[src/design/histogram_scene_cut_detector_macros.svh]
// Assertion macros shared by the histogram scene-cut detector.
`ifndef HISTOGRAM_SCENE_CUT_DETECTOR_MACROS_SVH
`define HISTOGRAM_SCENE_CUT_DETECTOR_MACROS_SVH

`ifndef SYNTHESIS
`define HSCD_ASSERT_IMPL(label, clk, rst_n, ante, cons) \
    label: assert property (@(posedge clk) disable iff (!rst_n) (ante) |-> (cons)) \
        else $error("hscd assertion failed");
`define HSCD_ASSERT_NEXT(label, clk, rst_n, ante, cons) \
    label: assert property (@(posedge clk) disable iff (!rst_n) (ante) |=> (cons)) \
        else $error("hscd assertion failed");
`else
`define HSCD_ASSERT_IMPL(label, clk, rst_n, ante, cons)
`define HSCD_ASSERT_NEXT(label, clk, rst_n, ante, cons)
`endif

`endif

[src/design/hscd_pkg.sv]
// Shared types and constants of the histogram scene-cut detector.
package hscd_pkg;

    localparam int BINS_DEFAULT       = 64;
    localparam int INDEX_BITS_DEFAULT = 24;
    localparam int FIELD_W            = 24;
    localparam int BIN_W              = 16;
    localparam int SUM_W              = 32;
    localparam int DEN_W              = BIN_W + 1;
    localparam int STEP_W             = $clog2(BIN_W);
    localparam int QUEUE_DEPTH        = 2;

    localparam logic [SUM_W-1:0] CUT_THRESHOLD_RESET = 32'd6554;

    typedef enum logic {
        OP_STORE,
        OP_COMPARE
    } t_op;

    typedef struct packed {
        t_op  op;
        logic last_bin;
        logic last_frame;
    } t_item_ctrl;

    typedef struct packed {
        logic full;
        logic empty;
    } t_queue_status;

    typedef enum logic [2:0] {
        ST_IDLE,
        ST_FETCH,
        ST_MUL,
        ST_DIV,
        ST_ACC,
        ST_FRAME,
        ST_EMIT_CUT,
        ST_EMIT_END
    } t_back_state;

endpackage

[src/design/histogram_scene_cut_detector.sv]
// Top level of the chi-square histogram scene-cut detector.
//
// Channel  Direction  Handshake          Payload
// bin      in         i_valid / o_stall  i_frame_index, i_bin_value, i_last_bin, i_last_frame
// shot     out        o_valid / i_stall  o_shot_start, o_shot_length, o_last_shot
// config   in         i_cfg_wr_en        i_cfg_wr_data (cut threshold)
//
// A bin beat of a compared frame passes through fetch, multiply, the bit-serial divider
// (one quotient bit per cycle over 16 steps) and accumulate in the back end.
// A first-frame bin only passes through fetch; a frame end adds the frame and any emit states.
// Reset is synchronous; the previous-histogram RAM has no clearing pass.
// The input stalls only while the two-entry queue is full; an output stall holds the back end.
`include "histogram_scene_cut_detector_macros.svh"

module histogram_scene_cut_detector #(
    parameter int BINS       = hscd_pkg::BINS_DEFAULT,
    parameter int INDEX_BITS = hscd_pkg::INDEX_BITS_DEFAULT
) (
    input  logic                         i_clk,
    input  logic                         i_rst_n,
    input  logic                         i_valid,
    output logic                         o_stall,
    input  logic [hscd_pkg::FIELD_W-1:0] i_frame_index,
    input  logic [hscd_pkg::BIN_W-1:0]   i_bin_value,
    input  logic                         i_last_bin,
    input  logic                         i_last_frame,
    output logic                         o_valid,
    input  logic                         i_stall,
    output logic [hscd_pkg::FIELD_W-1:0] o_shot_start,
    output logic [hscd_pkg::FIELD_W-1:0] o_shot_length,
    output logic                         o_last_shot,
    input  logic                         i_cfg_wr_en,
    input  logic [hscd_pkg::SUM_W-1:0]   i_cfg_wr_data
);

    localparam int POS_W  = $clog2(BINS);
    localparam int DATA_W = $bits(hscd_pkg::t_item_ctrl) + POS_W
                          + hscd_pkg::FIELD_W + hscd_pkg::BIN_W;

    logic [hscd_pkg::SUM_W-1:0]   r_cut_threshold;
    hscd_pkg::t_queue_status      w_q_status;
    hscd_pkg::t_item_ctrl         w_ctrl;
    logic [POS_W-1:0]             w_pos;
    logic                         w_push;
    logic                         w_pop;
    logic [DATA_W-1:0]            w_head;
    hscd_pkg::t_item_ctrl         w_head_ctrl;
    logic [POS_W-1:0]             w_head_pos;
    logic [hscd_pkg::FIELD_W-1:0] w_head_fidx;
    logic [hscd_pkg::BIN_W-1:0]   w_head_bin;
    logic                         w_back_busy;

    always_ff @(posedge i_clk) begin
        if (!i_rst_n) begin
            r_cut_threshold <= hscd_pkg::CUT_THRESHOLD_RESET;
        end else if (i_cfg_wr_en) begin
            r_cut_threshold <= i_cfg_wr_data;
        end
    end

    hscd_front #(
        .BINS (BINS)
    ) u_front (
        .i_clk        (i_clk),
        .i_rst_n      (i_rst_n),
        .i_valid      (i_valid),
        .o_stall      (o_stall),
        .i_last_bin   (i_last_bin),
        .i_last_frame (i_last_frame),
        .i_q_status   (w_q_status),
        .o_push       (w_push),
        .o_ctrl       (w_ctrl),
        .o_pos        (w_pos)
    );

    hscd_queue #(
        .DATA_W (DATA_W)
    ) u_queue (
        .i_clk    (i_clk),
        .i_rst_n  (i_rst_n),
        .i_push   (w_push),
        .i_data   ({w_ctrl, w_pos, i_frame_index, i_bin_value}),
        .i_pop    (w_pop),
        .o_data   (w_head),
        .o_status (w_q_status)
    );

    assign {w_head_ctrl, w_head_pos, w_head_fidx, w_head_bin} = w_head;

    hscd_back #(
        .BINS       (BINS),
        .INDEX_BITS (INDEX_BITS)
    ) u_back (
        .i_clk           (i_clk),
        .i_rst_n         (i_rst_n),
        .i_q_status      (w_q_status),
        .o_pop           (w_pop),
        .i_ctrl          (w_head_ctrl),
        .i_pos           (w_head_pos),
        .i_fidx          (w_head_fidx),
        .i_bin           (w_head_bin),
        .i_cut_threshold (r_cut_threshold),
        .o_busy          (w_back_busy),
        .o_valid         (o_valid),
        .i_stall         (i_stall),
        .o_shot_start    (o_shot_start),
        .o_shot_length   (o_shot_length),
        .o_last_shot     (o_last_shot)
    );

    // A pop needs a queued beat, and a new result only comes out of a busy back end.
    `HSCD_ASSERT_IMPL(a_pop_has_entry, i_clk, i_rst_n, w_pop, !w_q_status.empty)
    `HSCD_ASSERT_IMPL(a_stall_when_full, i_clk, i_rst_n, o_stall, w_q_status.full)
    `HSCD_ASSERT_IMPL(a_result_from_back, i_clk, i_rst_n, $rose(o_valid), $past(w_back_busy))
    `HSCD_ASSERT_NEXT(a_pop_starts_work, i_clk, i_rst_n, w_pop, w_back_busy)

endmodule

[src/design/hscd_ram.sv]
// Generic single-write, single-read RAM with registered read data.
module hscd_ram #(
    parameter int WIDTH = 16,
    parameter int DEPTH = 64
) (
    input  logic                     i_clk,
    input  logic                     i_wr_en,
    input  logic [$clog2(DEPTH)-1:0] i_wr_addr,
    input  logic [WIDTH-1:0]         i_wr_data,
    input  logic                     i_rd_en,
    input  logic [$clog2(DEPTH)-1:0] i_rd_addr,
    output logic [WIDTH-1:0]         o_rd_data
);

    logic [WIDTH-1:0] r_mem [DEPTH];
    logic [WIDTH-1:0] r_rd_data;

    always_ff @(posedge i_clk) begin
        if (i_wr_en) begin
            r_mem[i_wr_addr] <= i_wr_data;
        end
        if (i_rd_en) begin
            r_rd_data <= r_mem[i_rd_addr];
        end
    end

    assign o_rd_data = r_rd_data;

endmodule

[src/design/hscd_front.sv]
// Front end: accepts bin beats, tracks bin position and first frame, classifies.
module hscd_front #(
    parameter int BINS = hscd_pkg::BINS_DEFAULT
) (
    input  logic                      i_clk,
    input  logic                      i_rst_n,
    input  logic                      i_valid,
    output logic                      o_stall,
    input  logic                      i_last_bin,
    input  logic                      i_last_frame,
    input  hscd_pkg::t_queue_status   i_q_status,
    output logic                      o_push,
    output hscd_pkg::t_item_ctrl      o_ctrl,
    output logic [$clog2(BINS)-1:0]   o_pos
);

    localparam int POS_W = $clog2(BINS);

    logic [POS_W-1:0] r_pos;
    logic [POS_W-1:0] n_pos;
    logic             r_seen;
    logic             n_seen;

    assign o_stall = i_q_status.full;
    assign o_push  = i_valid && !i_q_status.full;

    assign o_ctrl.op         = r_seen ? hscd_pkg::OP_COMPARE : hscd_pkg::OP_STORE;
    assign o_ctrl.last_bin   = i_last_bin;
    assign o_ctrl.last_frame = i_last_frame;
    assign o_pos             = r_pos;

    always_comb begin
        n_pos  = r_pos;
        n_seen = r_seen;
        if (o_push) begin
            if (i_last_bin) begin
                n_pos  = '0;
                n_seen = !i_last_frame;
            end else if (r_pos == POS_W'(BINS - 1)) begin
                n_pos = '0;
            end else begin
                n_pos = r_pos + 1'b1;
            end
        end
    end

    always_ff @(posedge i_clk) begin
        if (!i_rst_n) begin
            r_pos  <= '0;
            r_seen <= 1'b0;
        end else begin
            r_pos  <= n_pos;
            r_seen <= n_seen;
        end
    end

endmodule

[src/design/hscd_queue.sv]
// Short FIFO that decouples the front end from the back end.
module hscd_queue #(
    parameter int DATA_W = 8
) (
    input  logic                    i_clk,
    input  logic                    i_rst_n,
    input  logic                    i_push,
    input  logic [DATA_W-1:0]       i_data,
    input  logic                    i_pop,
    output logic [DATA_W-1:0]       o_data,
    output hscd_pkg::t_queue_status o_status
);

    localparam int DEPTH = hscd_pkg::QUEUE_DEPTH;
    localparam int PTR_W = (DEPTH > 1) ? $clog2(DEPTH) : 1;
    localparam int CNT_W = $clog2(DEPTH + 1);

    logic [DATA_W-1:0] r_mem [DEPTH];
    logic [PTR_W-1:0]  r_wr_ptr;
    logic [PTR_W-1:0]  r_rd_ptr;
    logic [CNT_W-1:0]  r_count;

    assign o_data         = r_mem[r_rd_ptr];
    assign o_status.full  = (r_count == CNT_W'(DEPTH));
    assign o_status.empty = (r_count == '0);

    always_ff @(posedge i_clk) begin
        if (i_push) begin
            r_mem[r_wr_ptr] <= i_data;
        end
    end

    always_ff @(posedge i_clk) begin
        if (!i_rst_n) begin
            r_wr_ptr <= '0;
            r_rd_ptr <= '0;
            r_count  <= '0;
        end else begin
            if (i_push) begin
                r_wr_ptr <= (r_wr_ptr == PTR_W'(DEPTH - 1)) ? '0 : r_wr_ptr + 1'b1;
            end
            if (i_pop) begin
                r_rd_ptr <= (r_rd_ptr == PTR_W'(DEPTH - 1)) ? '0 : r_rd_ptr + 1'b1;
            end
            case ({i_push, i_pop})
                2'b10:   r_count <= r_count + 1'b1;
                2'b01:   r_count <= r_count - 1'b1;
                default: r_count <= r_count;
            endcase
        end
    end

endmodule

[src/design/hscd_back.sv]
// Back end: chi-square term per bin with a bit-serial divider, cut decision, shot output.
module hscd_back #(
    parameter int BINS       = hscd_pkg::BINS_DEFAULT,
    parameter int INDEX_BITS = hscd_pkg::INDEX_BITS_DEFAULT
) (
    input  logic                              i_clk,
    input  logic                              i_rst_n,
    input  hscd_pkg::t_queue_status           i_q_status,
    output logic                              o_pop,
    input  hscd_pkg::t_item_ctrl              i_ctrl,
    input  logic [$clog2(BINS)-1:0]           i_pos,
    input  logic [hscd_pkg::FIELD_W-1:0]      i_fidx,
    input  logic [hscd_pkg::BIN_W-1:0]        i_bin,
    input  logic [hscd_pkg::SUM_W-1:0]        i_cut_threshold,
    output logic                              o_busy,
    output logic                              o_valid,
    input  logic                              i_stall,
    output logic [hscd_pkg::FIELD_W-1:0]      o_shot_start,
    output logic [hscd_pkg::FIELD_W-1:0]      o_shot_length,
    output logic                              o_last_shot
);

    localparam int POS_W   = $clog2(BINS);
    localparam int BIN_W   = hscd_pkg::BIN_W;
    localparam int DEN_W   = hscd_pkg::DEN_W;
    localparam int SUM_W   = hscd_pkg::SUM_W;
    localparam int STEP_W  = hscd_pkg::STEP_W;
    localparam int FIELD_W = hscd_pkg::FIELD_W;

    hscd_pkg::t_back_state r_state;
    hscd_pkg::t_back_state n_state;

    hscd_pkg::t_item_ctrl  r_ctrl;
    logic [POS_W-1:0]      r_pos;
    logic [INDEX_BITS-1:0] r_fidx;
    logic [BIN_W-1:0]      r_bin;
    logic [BIN_W-1:0]      r_diff;
    logic [DEN_W-1:0]      r_den;
    logic [DEN_W-1:0]      r_rem;
    logic [BIN_W-1:0]      r_quo;
    logic [STEP_W-1:0]     r_step;
    logic [SUM_W-1:0]      r_sum;
    logic [INDEX_BITS-1:0] r_first;
    logic [INDEX_BITS-1:0] r_start;
    logic [INDEX_BITS-1:0] r_fc;
    logic [INDEX_BITS-1:0] r_cutpos;
    logic                  r_out_valid;
    logic [FIELD_W-1:0]    r_out_start;
    logic [FIELD_W-1:0]    r_out_length;
    logic                  r_out_last;

    logic [BIN_W-1:0]      w_prev;
    logic [BIN_W-1:0]      w_diff;
    logic [DEN_W-1:0]      w_den;
    logic [2*BIN_W-1:0]    w_prod;
    logic [DEN_W:0]        w_trial;
    logic [DEN_W:0]        w_trial_sub;
    logic                  w_fit;
    logic [DEN_W-1:0]      w_rem_next;
    logic [SUM_W:0]        w_sum_ext;
    logic [SUM_W-1:0]      w_sum_sat;
    logic                  w_cut;
    logic                  w_slot;
    logic [INDEX_BITS-1:0] w_fc_inc;
    logic [INDEX_BITS-1:0] w_cut_len;
    logic [INDEX_BITS-1:0] w_end_len;
    logic                  w_ram_wr;
    logic                  w_load_cut;
    logic                  w_load_end;

    hscd_ram #(
        .WIDTH (BIN_W),
        .DEPTH (BINS)
    ) u_prev_hist (
        .i_clk     (i_clk),
        .i_wr_en   (w_ram_wr),
        .i_wr_addr (r_pos),
        .i_wr_data (r_bin),
        .i_rd_en   (o_pop),
        .i_rd_addr (i_pos),
        .o_rd_data (w_prev)
    );

    assign w_diff      = (w_prev > r_bin) ? (w_prev - r_bin) : (r_bin - w_prev);
    assign w_den       = DEN_W'(w_prev) + DEN_W'(r_bin) + DEN_W'(1);
    assign w_prod      = (2 * BIN_W)'(r_diff) * (2 * BIN_W)'(r_diff);
    assign w_trial     = {r_rem, r_quo[BIN_W-1]};
    assign w_trial_sub = w_trial - {1'b0, r_den};
    assign w_fit       = (w_trial >= {1'b0, r_den});
    assign w_rem_next  = w_fit ? w_trial_sub[DEN_W-1:0] : w_trial[DEN_W-1:0];
    assign w_sum_ext   = {1'b0, r_sum} + (SUM_W + 1)'(r_quo);
    assign w_sum_sat   = w_sum_ext[SUM_W] ? '1 : w_sum_ext[SUM_W-1:0];
    assign w_cut       = (r_sum >> 1) > i_cut_threshold;
    assign w_slot      = !r_out_valid || !i_stall;
    assign w_fc_inc    = (r_fc == '1) ? r_fc : r_fc + 1'b1;
    assign w_cut_len   = r_cutpos - r_start;
    assign w_end_len   = r_fc - r_start;

    always_comb begin
        n_state = r_state;
        case (r_state)
            hscd_pkg::ST_IDLE: begin
                if (!i_q_status.empty) begin
                    n_state = hscd_pkg::ST_FETCH;
                end
            end
            hscd_pkg::ST_FETCH: begin
                if (r_ctrl.op == hscd_pkg::OP_COMPARE) begin
                    n_state = hscd_pkg::ST_MUL;
                end else if (r_ctrl.last_bin) begin
                    n_state = hscd_pkg::ST_FRAME;
                end else begin
                    n_state = hscd_pkg::ST_IDLE;
                end
            end
            hscd_pkg::ST_MUL: begin
                n_state = hscd_pkg::ST_DIV;
            end
            hscd_pkg::ST_DIV: begin
                if (r_step == STEP_W'(BIN_W - 1)) begin
                    n_state = hscd_pkg::ST_ACC;
                end
            end
            hscd_pkg::ST_ACC: begin
                n_state = r_ctrl.last_bin ? hscd_pkg::ST_FRAME : hscd_pkg::ST_IDLE;
            end
            hscd_pkg::ST_FRAME: begin
                if (r_ctrl.op == hscd_pkg::OP_COMPARE && w_cut) begin
                    n_state = hscd_pkg::ST_EMIT_CUT;
                end else if (r_ctrl.last_frame) begin
                    n_state = hscd_pkg::ST_EMIT_END;
                end else begin
                    n_state = hscd_pkg::ST_IDLE;
                end
            end
            hscd_pkg::ST_EMIT_CUT: begin
                if (w_slot) begin
                    n_state = r_ctrl.last_frame ? hscd_pkg::ST_EMIT_END
                                                : hscd_pkg::ST_IDLE;
                end
            end
            hscd_pkg::ST_EMIT_END: begin
                if (w_slot) begin
                    n_state = hscd_pkg::ST_IDLE;
                end
            end
            default: begin
                n_state = hscd_pkg::ST_IDLE;
            end
        endcase
    end

    always_comb begin
        o_pop      = 1'b0;
        w_ram_wr   = 1'b0;
        w_load_cut = 1'b0;
        w_load_end = 1'b0;
        case (r_state)
            hscd_pkg::ST_IDLE:     o_pop      = !i_q_status.empty;
            hscd_pkg::ST_FETCH:    w_ram_wr   = 1'b1;
            hscd_pkg::ST_EMIT_CUT: w_load_cut = w_slot;
            hscd_pkg::ST_EMIT_END: w_load_end = w_slot;
            default: begin
                o_pop = 1'b0;
            end
        endcase
    end

    assign o_busy = (r_state != hscd_pkg::ST_IDLE);

    always_ff @(posedge i_clk) begin
        if (o_pop) begin
            r_ctrl <= i_ctrl;
            r_pos  <= i_pos;
            r_fidx <= INDEX_BITS'(i_fidx);
            r_bin  <= i_bin;
        end
        case (r_state)
            hscd_pkg::ST_FETCH: begin
                r_diff <= w_diff;
                r_den  <= w_den;
            end
            hscd_pkg::ST_MUL: begin
                r_rem <= DEN_W'(w_prod[2*BIN_W-1:BIN_W]);
                r_quo <= w_prod[BIN_W-1:0];
            end
            hscd_pkg::ST_DIV: begin
                r_rem <= w_rem_next;
                r_quo <= {r_quo[BIN_W-2:0], w_fit};
            end
            hscd_pkg::ST_FRAME: begin
                r_cutpos <= r_fidx - r_first;
            end
            default: begin
                r_diff <= r_diff;
            end
        endcase
        if (w_load_cut) begin
            r_out_start  <= FIELD_W'(r_start);
            r_out_length <= FIELD_W'(w_cut_len);
            r_out_last   <= !r_ctrl.last_frame;
        end else if (w_load_end) begin
            r_out_start  <= FIELD_W'(r_start);
            r_out_length <= FIELD_W'(w_end_len);
            r_out_last   <= 1'b1;
        end
    end

    always_ff @(posedge i_clk) begin
        if (!i_rst_n) begin
            r_state     <= hscd_pkg::ST_IDLE;
            r_step      <= '0;
            r_sum       <= '0;
            r_first     <= '0;
            r_start     <= '0;
            r_fc        <= '0;
            r_out_valid <= 1'b0;
        end else begin
            r_state <= n_state;
            if (r_state == hscd_pkg::ST_MUL) begin
                r_step <= '0;
            end else if (r_state == hscd_pkg::ST_DIV) begin
                r_step <= r_step + 1'b1;
            end
            if (r_state == hscd_pkg::ST_ACC) begin
                r_sum <= w_sum_sat;
            end
            if (r_state == hscd_pkg::ST_FRAME) begin
                r_fc  <= w_fc_inc;
                r_sum <= '0;
                if (r_ctrl.op == hscd_pkg::OP_STORE) begin
                    r_first <= r_fidx;
                    r_start <= '0;
                end
            end
            if (w_load_cut) begin
                r_start <= r_cutpos;
            end
            if (w_load_end) begin
                r_fc    <= '0;
                r_start <= '0;
                r_first <= '0;
            end
            if (w_load_cut || w_load_end) begin
                r_out_valid <= 1'b1;
            end else if (!i_stall) begin
                r_out_valid <= 1'b0;
            end
        end
    end

    assign o_valid       = r_out_valid;
    assign o_shot_start  = r_out_start;
    assign o_shot_length = r_out_length;
    assign o_last_shot   = r_out_last;

endmodule
[config.mk]
export PLATFORM = sky130hd
export DESIGN_NAME = histogram_scene_cut_detector
export DESIGN_NICKNAME = d
export VERILOG_FILES = /design/src/design/hscd_pkg.sv /design/src/design/histogram_scene_cut_detector.sv /design/src/design/hscd_ram.sv /design/src/design/hscd_front.sv /design/src/design/hscd_queue.sv /design/src/design/hscd_back.sv
export VERILOG_INCLUDE_DIRS = /design/src /design/src/design
export SDC_FILE = /design/constraint.sdc
export NUM_CORES = 2
export LEC_CHECK = 0
export BUFFER_PORTS_ARGS = -buffer_cell sky130_fd_sc_hd__buf_2
export CAP_MARGIN = 0
export CELL_PAD_IN_SITES_DETAIL_PLACEMENT = 0
export CELL_PAD_IN_SITES_GLOBAL_PLACEMENT = 1
export CORE_MARGIN = 1
export CORE_UTILIZATION = 52
export CTS_CLUSTER_DIAMETER = 150
export DETAILED_ROUTE_END_ITERATION = 12
export GPL_TIMING_DRIVEN = 1
export PLACE_DENSITY = 0.86
export SYNTH_ARGS = -nofsm -noshare
export SYNTH_HDL_FRONTEND = slang
export SYNTH_SLANG_ARGS = --single-unit
[constraint.sdc]
create_clock -name i_clk -period 11.2 [get_ports i_clk]
set_clock_uncertainty 0.15 [all_clocks]
set_input_delay 1.68 -clock i_clk [delete_from_list [all_inputs] [get_ports i_clk]]
set_output_delay 1.68 -clock i_clk [all_outputs]
set_load 0.01 [all_outputs]
## After elaboration in Yosys (flattened, before gate mapping)

Memory sizes are Yosys's and may differ from the RTL's. A register that Yosys moved wholly into a read port is not among the register bits.
Cells that the tools add are included.

| operators by class | value |
|---|---|
| $mul | 1 |
| reductions and logical operators | 24 |
| eq/ne operators | 19 |
| multiplexer cells | 41 |
| bitwise operators | 3 |
| magnitude comparators | 3 |
| add/sub/neg operators | 16 |

Operators with widths:

| kind | number |
|---|---|
| 2-to-1 mux 24 bit | 7 |
| subtractor 24 bit | 3 |
| case mux 17 bit (2 select lines) | 1 |
| adder 32 x 16 -> 33 bit | 1 |
| greater-than comparator 31 x 32 -> 1 bit | 1 |
| multiplier 16 x 16 -> 32 bit | 1 |
| 2-to-1 mux 32 bit | 1 |
| case mux 16 bit (2 select lines) | 1 |
| subtractor 16 bit | 2 |
| adder 24 x 1 -> 24 bit (second input constant) | 1 |
| equality test 24 bit (second input constant) | 1 |
| 2-to-1 mux 3 bit | 8 |
| case mux 3 bit (8 select lines) | 1 |
| >= comparator 18 x 17 -> 1 bit | 1 |
| adder 16 x 16 -> 17 bit | 1 |
| adder 17 x 1 -> 17 bit (second input constant) | 1 |
| 2-to-1 mux 1 bit | 17 |
| 2-to-1 mux 17 bit | 1 |
| subtractor 17 bit | 1 |
| greater-than comparator 16 bit | 1 |
| 2-to-1 mux 16 bit | 1 |
| equality test 3 bit (second input constant) | 4 |
| 2-to-1 mux 6 bit | 2 |
| != test 2 x 1 -> 1 bit (second input constant) | 4 |
| other kinds (23) | 44 |

| word-level totals | value |
|---|---|
| output and inout port bits | 51 |
| memories | 2 |
| memory bits (writable) | 1,122 |
| register bits after elaboration | 343 |
| logic and storage cells | 136 |
| input bits | 79 |

Memories:

| name | depth | width | read ports | clocked after memory_dff | write ports | line | source |
|---|---|---|---|---|---|---|---|
| u_back.u_prev_hist.r_mem | 64 | 16 | 1 | 1 | 1 | hscd_ram.sv:15 | `logic [WIDTH-1:0] r_mem [DEPTH];` |
| u_queue.r_mem | 2 | 49 | 1 | 1 | 1 | hscd_queue.sv:18 | `logic [DATA_W-1:0] r_mem [DEPTH];` |

## Longest topological paths before layout

| depth | value |
|---|---|
| depth in word-level cells | 5 |
| mapped depth | 26 |
| depth with buffers taken out | 25 |

## By module

A second synthesis with hierarchy kept.

| unflattened totals | value |
|---|---|
| cells, all modules | 4,820 |
| area, all modules | 70,545.2 µm² |

By module, submodules not included:

| module | cells an instance | area each (µm²) | times used |
|---|---|---|---|
| hscd_ram | 1,829 | 40,202.3 | 1 |
| hscd_back | 2,665 | 24,970.2 | 1 |
| hscd_queue | 174 | 3,741.1 | 1 |
| histogram_scene_cut_detector | 103 | 1,226.2 | 1 |
| hscd_front | 49 | 405.4 | 1 |

## Worst setup path before layout

OpenSTA, ideal clock, no wires.

| timing | value |
|---|---|
| path kind | in2reg |
| start point | in i_stall |
| end point | reg u_back.r_out_length[22], in the netlist u_back.o_shot_length[22], data pin |
| path buffers | 2 |
| library setup time | 0.258 ns |
| arrival | 7.876 ns |
| path slack | 2.917 ns |
| stages on the path | 18 |
| cell sequence | a21oi_1 > nor2b_1 > clkbuf_1 > clkbuf_1 > mux2i_1 > ha_1 > inv_1 > fa_1 > a21o_1 > a21oi_2 > o21ai_2 > a41oi_4 > a31oi_1 > a22o_1 > or4_4 > a31o_1 > a21oi_2 > xnor2_1 |

| between the ends | value |
|---|---|
| word-level cells in the longest chain between the ends | 4 |

RTL lines:

| item | line | source |
|---|---|---|
| start: declaration | histogram_scene_cut_detector.sv:28 | `input logic i_stall,` |
| zero test 1 bit | hscd_back.sv:94 | `assign w_slot = !r_out_valid \|\| !i_stall;` |
| logical OR 1 bit | hscd_back.sv:94 |  |
| 2-to-1 mux 1 bit | hscd_back.sv:158 | `case (r_state)` |
| 2-to-1 mux 24 bit | hscd_back.sv:198 | `if (w_load_cut) begin` |
| end signal: assignment | hscd_back.sv:200 | `r_out_length <= FIELD_W'(w_cut_len);` |
| end signal: assignment | hscd_back.sv:204 | `r_out_length <= FIELD_W'(w_end_len);` |
| end: declaration | hscd_back.sv:49 | `logic [FIELD_W-1:0] r_out_length;` |

Every way passes these cells.
A chain may end at the register's enable or synchronous reset.

## Worst setup path in the final report

| timing | value |
|---|---|
| start point | reg u_back.r_diff[4] |
| end point | reg u_back.r_rem[14], data pin |

| between the ends | value |
|---|---|
| word-level cells in the longest chain between the ends | 2 |

RTL lines:

| item | line | source |
|---|---|---|
| start: declaration | hscd_back.sv:37 | `logic [BIN_W-1:0] r_diff;` |
| start signal: assignment | hscd_back.sv:180 | `r_diff <= w_diff;` |
| start signal: assignment | hscd_back.sv:195 | `r_diff <= r_diff;` |
| multiplier 16 x 16 -> 32 bit | hscd_back.sv:86 | `assign w_prod = (2 * BIN_W)'(r_diff) * (2 * BIN_W)'(r_diff);` |
| case mux 17 bit (2 select lines) | hscd_back.sv:178 | `case (r_state)` |
| end signal: assignment | hscd_back.sv:184 | `r_rem <= DEN_W'(w_prod[2*BIN_W-1:BIN_W]);` |
| end signal: assignment | hscd_back.sv:188 | `r_rem <= w_rem_next;` |
| end: declaration | hscd_back.sv:39 | `logic [DEN_W-1:0] r_rem;` |

Every way passes these cells.

==> metrics.log <==
[metrics] run status: complete, no violations
[metrics] drt drc: 0
[metrics] routed wire length: roughly 170 mm
[metrics] clock-pin transition on the worst setup and hold timing paths: 0.06 ns
[metrics] GRT Overall Usage: 25.02%
[metrics] Starting DRT DRC Count: ~4500
[metrics] met3 Resource Use GR: 3.856%
[metrics] startpoint type of the worst setup path: register
[metrics] detailed-router iteration count before antenna repair: 6
[metrics] Most Crowded Layer GR: met2
[metrics] Hold Path Cell Cnt: 2
[metrics] startpoint of the worst-slack reg-to-reg timing path: u_back.r_diff[4]$_DFFE_PP_
[metrics] average wire length per cell after detail routing: 21.26 um
[metrics] via count of the first global-routing pass: approximately 46000
[metrics] register area share after synthesis: between 60% and 70%
[metrics] transition time at the pin with the least slew margin: roughly 1.2 ns
[metrics] layout overhead on the synthesized area: 10.54%
[metrics] final-report max-slew violation count: 0
[metrics] I/O pins: 130
[metrics] Post-synth EDFFs: ~1300
[metrics] number of warnings printed during yosys synthesis: 0
[metrics] worst relative slew slack: a little under a fifth
[metrics] unrepaired setup endpoints after global routing: false
[metrics] Critical R2R Capture: u_back.r_rem[14]$_DFFE_PP_
[metrics] final-report hold violation count: 0
[metrics] number of antenna violations at the first check in global routing: 10
[metrics] hold path endpoint: u_back.r_first[21]$_SDFFE_PP0P_
[metrics] die boundary width: between 300 and 400 um
[metrics] floorplan die height: 371.6 um
[metrics] number of nets still failing antenna checks after routing: 0
[metrics] required time of the critical path: ~12 ns
[metrics] starting density of the core: a little over half
[metrics] maximum operating frequency: between 0.1 and 0.15 GHz
[metrics] Critical Path Fanout Max: 18
[metrics] # nets final: between 6000 and 7000
[metrics] largest net degree at the start of global routing: 174
[metrics] Root Buffer: sky130_fd_sc_hd__clkbuf_16
[metrics] port buffer count: roughly 130
[metrics] Max Buffers Root-to-Sink: 3
[metrics] instance count of the mapped netlist: about 6100
[metrics] core region area: ~140000 um2
[metrics] path type of the worst min-delay path: reg2reg
[metrics] primary flip-flop cell chosen by synthesis mapping: sky130_fd_sc_hd__edfxtp_1
[metrics] detailed-route vias per instance: around 5.8
[metrics] number of endpoints failing setup at the final stage: 0
[metrics] CTS buffer count: 150
[metrics] Arr. time, crit path: roughly 7.5 ns
[metrics] vias after detailed routing: 47160
[metrics] syn_nets: roughly 6600
[metrics] GP Congestion: between 0.8 and 0.9
[metrics] post-CTS setup repair buffer count: 0
[metrics] Synth Cell Area: between 70000 and 80000 um2
[metrics] met1 demand-to-capacity share in global routing: 33.05%
[metrics] endpoint class of the critical path: register
[metrics] global routing usage on met2: 41.51%
[metrics] Hold-fix buffers, CTS: 0
[metrics] hold wc startpoint: u_back.r_first[21]$_SDFFE_PP0P_
[metrics] cell depth of the worst flop-to-flop path: 21
[metrics] cells taking the most area after synthesis: sky130_fd_sc_hd__edfxtp_1 (56%), sky130_fd_sc_hd__nand2_1 (7.0%), sky130_fd_sc_hd__fa_1 (4.8%)
[metrics] insertion delay to the later sink of the worst-skew pair: between 0.7 and 0.8 ns
[metrics] DP Wirelength: between 100 and 150 mm
[metrics] global-route wire length before repair: about 270 mm
[metrics] total number of clock tree sinks: ~1500
[metrics] final period demand of the worst path: 7.120 ns
[metrics] count of unique library cells instantiated by Yosys: between 80 and 90
[metrics] total congestion overflow: 0
[metrics] CTS resizes: 0
[metrics] maximum level of the CTS H-tree: 4
[metrics] share of layout cells above drive strength 1: approximately 9.3%
[metrics] Yosys reg bits: around 1500
[metrics] area leader, netlist: sky130_fd_sc_hd__edfxtp_1
[metrics] start-to-end type of the worst setup path: reg2reg
[metrics] setup tns final: 0 ns
[metrics] TritonCTS clock tree: done
[metrics] fill cell count: between 10000 and 15000
[metrics] maxcap violations: 0
[metrics] ratio of final minimum period to clock period: around 64%
[metrics] async set or reset register ratio after synthesis: 0%
[metrics] mean post-synth cell area: 11.58 um2
[metrics] area share of the leading cell type in the synthesized netlist: approximately 56%
[metrics] register-to-register setup slack: 4.08 ns
[metrics] die footprint: between 100000 and 150000 um2
[metrics] standard-cell row count: approximately 140
-- cells in the final DEF (no fill, tap or decap), drive strengths merged, types with 26 or more instances in the layout --
cell type  count
a311oi       180
ha           262
nor2         242
nor3          52
clkbuf       202
xnor2        106
a21oi        213
dfxtp        156
a31oi         38
edfxtp      1326
nand4         30
inv          427
and3          89
clkinv        62
nand2       1330
fa           171
buf          250
xor2          56
a21o          56
nand3        559
and2          59
mux2          49
o21bai        26
mux2i         52
o21ai         95
-- registers in the layout, indices dropped and copies added (netlist names), 4 cells and up, named ones only --
signal                        cells
u_back.r_fidx                    24
r_cut_threshold                  32
u_back.r_quo                     16
u_back.r_sum                     32
u_back.r_step                     4
u_back.u_prev_hist.r_mem       1024
u_back.u_prev_hist.o_rd_data     16
u_back.r_den                     17
u_front.o_pos                     6
u_back.r_start                   24
u_back.r_bin                     16
u_back.r_rem                     17
u_back.r_first                   24
u_queue.r_mem                    98
u_back.o_shot_start              24
u_back.o_shot_length             24
u_back.r_diff                    16
u_back.r_pos                      6
u_back.r_cutpos                  24
u_back.r_fc                      24
-- metrics by stage --
step,hold WS [ns],utilization [%],area (um2),setup WS [ns],std cells
6_report,0.3028,57.98,78540,4.080,8128
5_1_grt,0.3234,57.97,78530,3.535,8125
4_1_cts,0.3039,57.97,78530,4.050,8124
3_5_place_dp,0.2910,54.48,73800,4.069,7847
3_3_place_gp,0.2866,54.48,73800,4.156,7847
2_1_floorplan,0.2764,-,71050,2.917,6134
-- area by class of cell --
class / count / area (um2) / share of cell area (%)
Tap cell: 1781 / 2228 / 2.837
Inverter: 422 / 1599 / 2.036
Antenna cell: 4 / 10.01 / 0.01274
Timing Repair Buffer: 250 / 1629 / 2.074
Clock buffer: 202 / 4154 / 5.289
Clock inverter: 75 / 574.3 / 0.7312
Sequential cell: 1482 / 42940 / 54.68
Multi-Input combinational cell: 3912 / 25400 / 32.34
-- Yosys cell counts (all sizes together), types with 30 or more instances --
library cell / instances
nand2: 1330
edfxtp: 1326
nand3: 559
inv: 418
ha: 262
nor2: 242
clkbuf: 239
a21oi: 213
a311oi: 180
fa: 171
dfxtp: 156
xnor2: 106
o21ai: 95
and3: 89
buf: 79
and2: 59
a21o: 56
xor2: 56
mux2i: 52
nor3: 52
mux2: 49
a31oi: 38
nand4: 30
-- worst max path at each step --
stage / from / end / slack, ns / depth (start not counted)
finish: u_back.r_diff[4]$_DFFE_PP_ / u_back.r_rem[14]$_DFFE_PP_ / 4.08 / 21
global route: u_back.r_diff[4]$_DFFE_PP_ / u_back.r_rem[15]$_DFFE_PP_ / 3.53 / 21
CTS: u_back.r_diff[4]$_DFFE_PP_ / u_back.r_rem[15]$_DFFE_PP_ / 4.05 / 21
detailed placement: u_back.r_diff[4]$_DFFE_PP_ / u_back.r_rem[15]$_DFFE_PP_ / 4.07 / 21
global placement: u_back.r_diff[4]$_DFFE_PP_ / u_back.r_rem[13]$_DFFE_PP_ / 4.16 / 21
floorplan: i_stall / u_back.o_shot_length[22]$_DFFE_PP_ / 2.92 / 18
-- routing by layer --
layer | share of wire (%) | wire length (um)
met3 | 6.9 | 11960
met2 | 49 | 83870
met1 | 41 | 70700
met4 | 3.6 | 6249
met5 | 0.013 | 22
-- critical path: stages, from the launching register on --
cell                       delay, ns
sky130_fd_sc_hd__edfxtp_1       0.89
sky130_fd_sc_hd__nand2_1        0.24
sky130_fd_sc_hd__fa_1           0.61
sky130_fd_sc_hd__inv_1          0.06
sky130_fd_sc_hd__fa_1           0.51
sky130_fd_sc_hd__fa_1           0.52
sky130_fd_sc_hd__fa_1           0.52
sky130_fd_sc_hd__fa_1           0.55
sky130_fd_sc_hd__inv_1          0.06
sky130_fd_sc_hd__fa_1           0.54
sky130_fd_sc_hd__inv_1          0.04
sky130_fd_sc_hd__ha_1           0.39
sky130_fd_sc_hd__nand3_1        0.14
sky130_fd_sc_hd__or3_1          0.36
sky130_fd_sc_hd__o211ai_1       0.15
sky130_fd_sc_hd__a31oi_1        0.13
sky130_fd_sc_hd__o21ai_1        0.25
sky130_fd_sc_hd__a21o_1         0.17
sky130_fd_sc_hd__a41oi_1        0.14
sky130_fd_sc_hd__a21boi_1       0.20
sky130_fd_sc_hd__xnor2_1        0.14
sky130_fd_sc_hd__mux2i_1        0.08
-- logic make-up after synthesis --
| group | share of synthesized area, % |
|---|---|
| simple gates | 15.32 |
| buf+inv | 4.015 |
| flops | 60.44 |
| compound gates | 7.286 |
| mux | 1.515 |
| xor+xnor | 1.997 |
| fa+ha+maj | 9.432 |
Power is not shown: default switching activity piles up to over one toggle a cycle in this logic, so the estimate is an artifact.
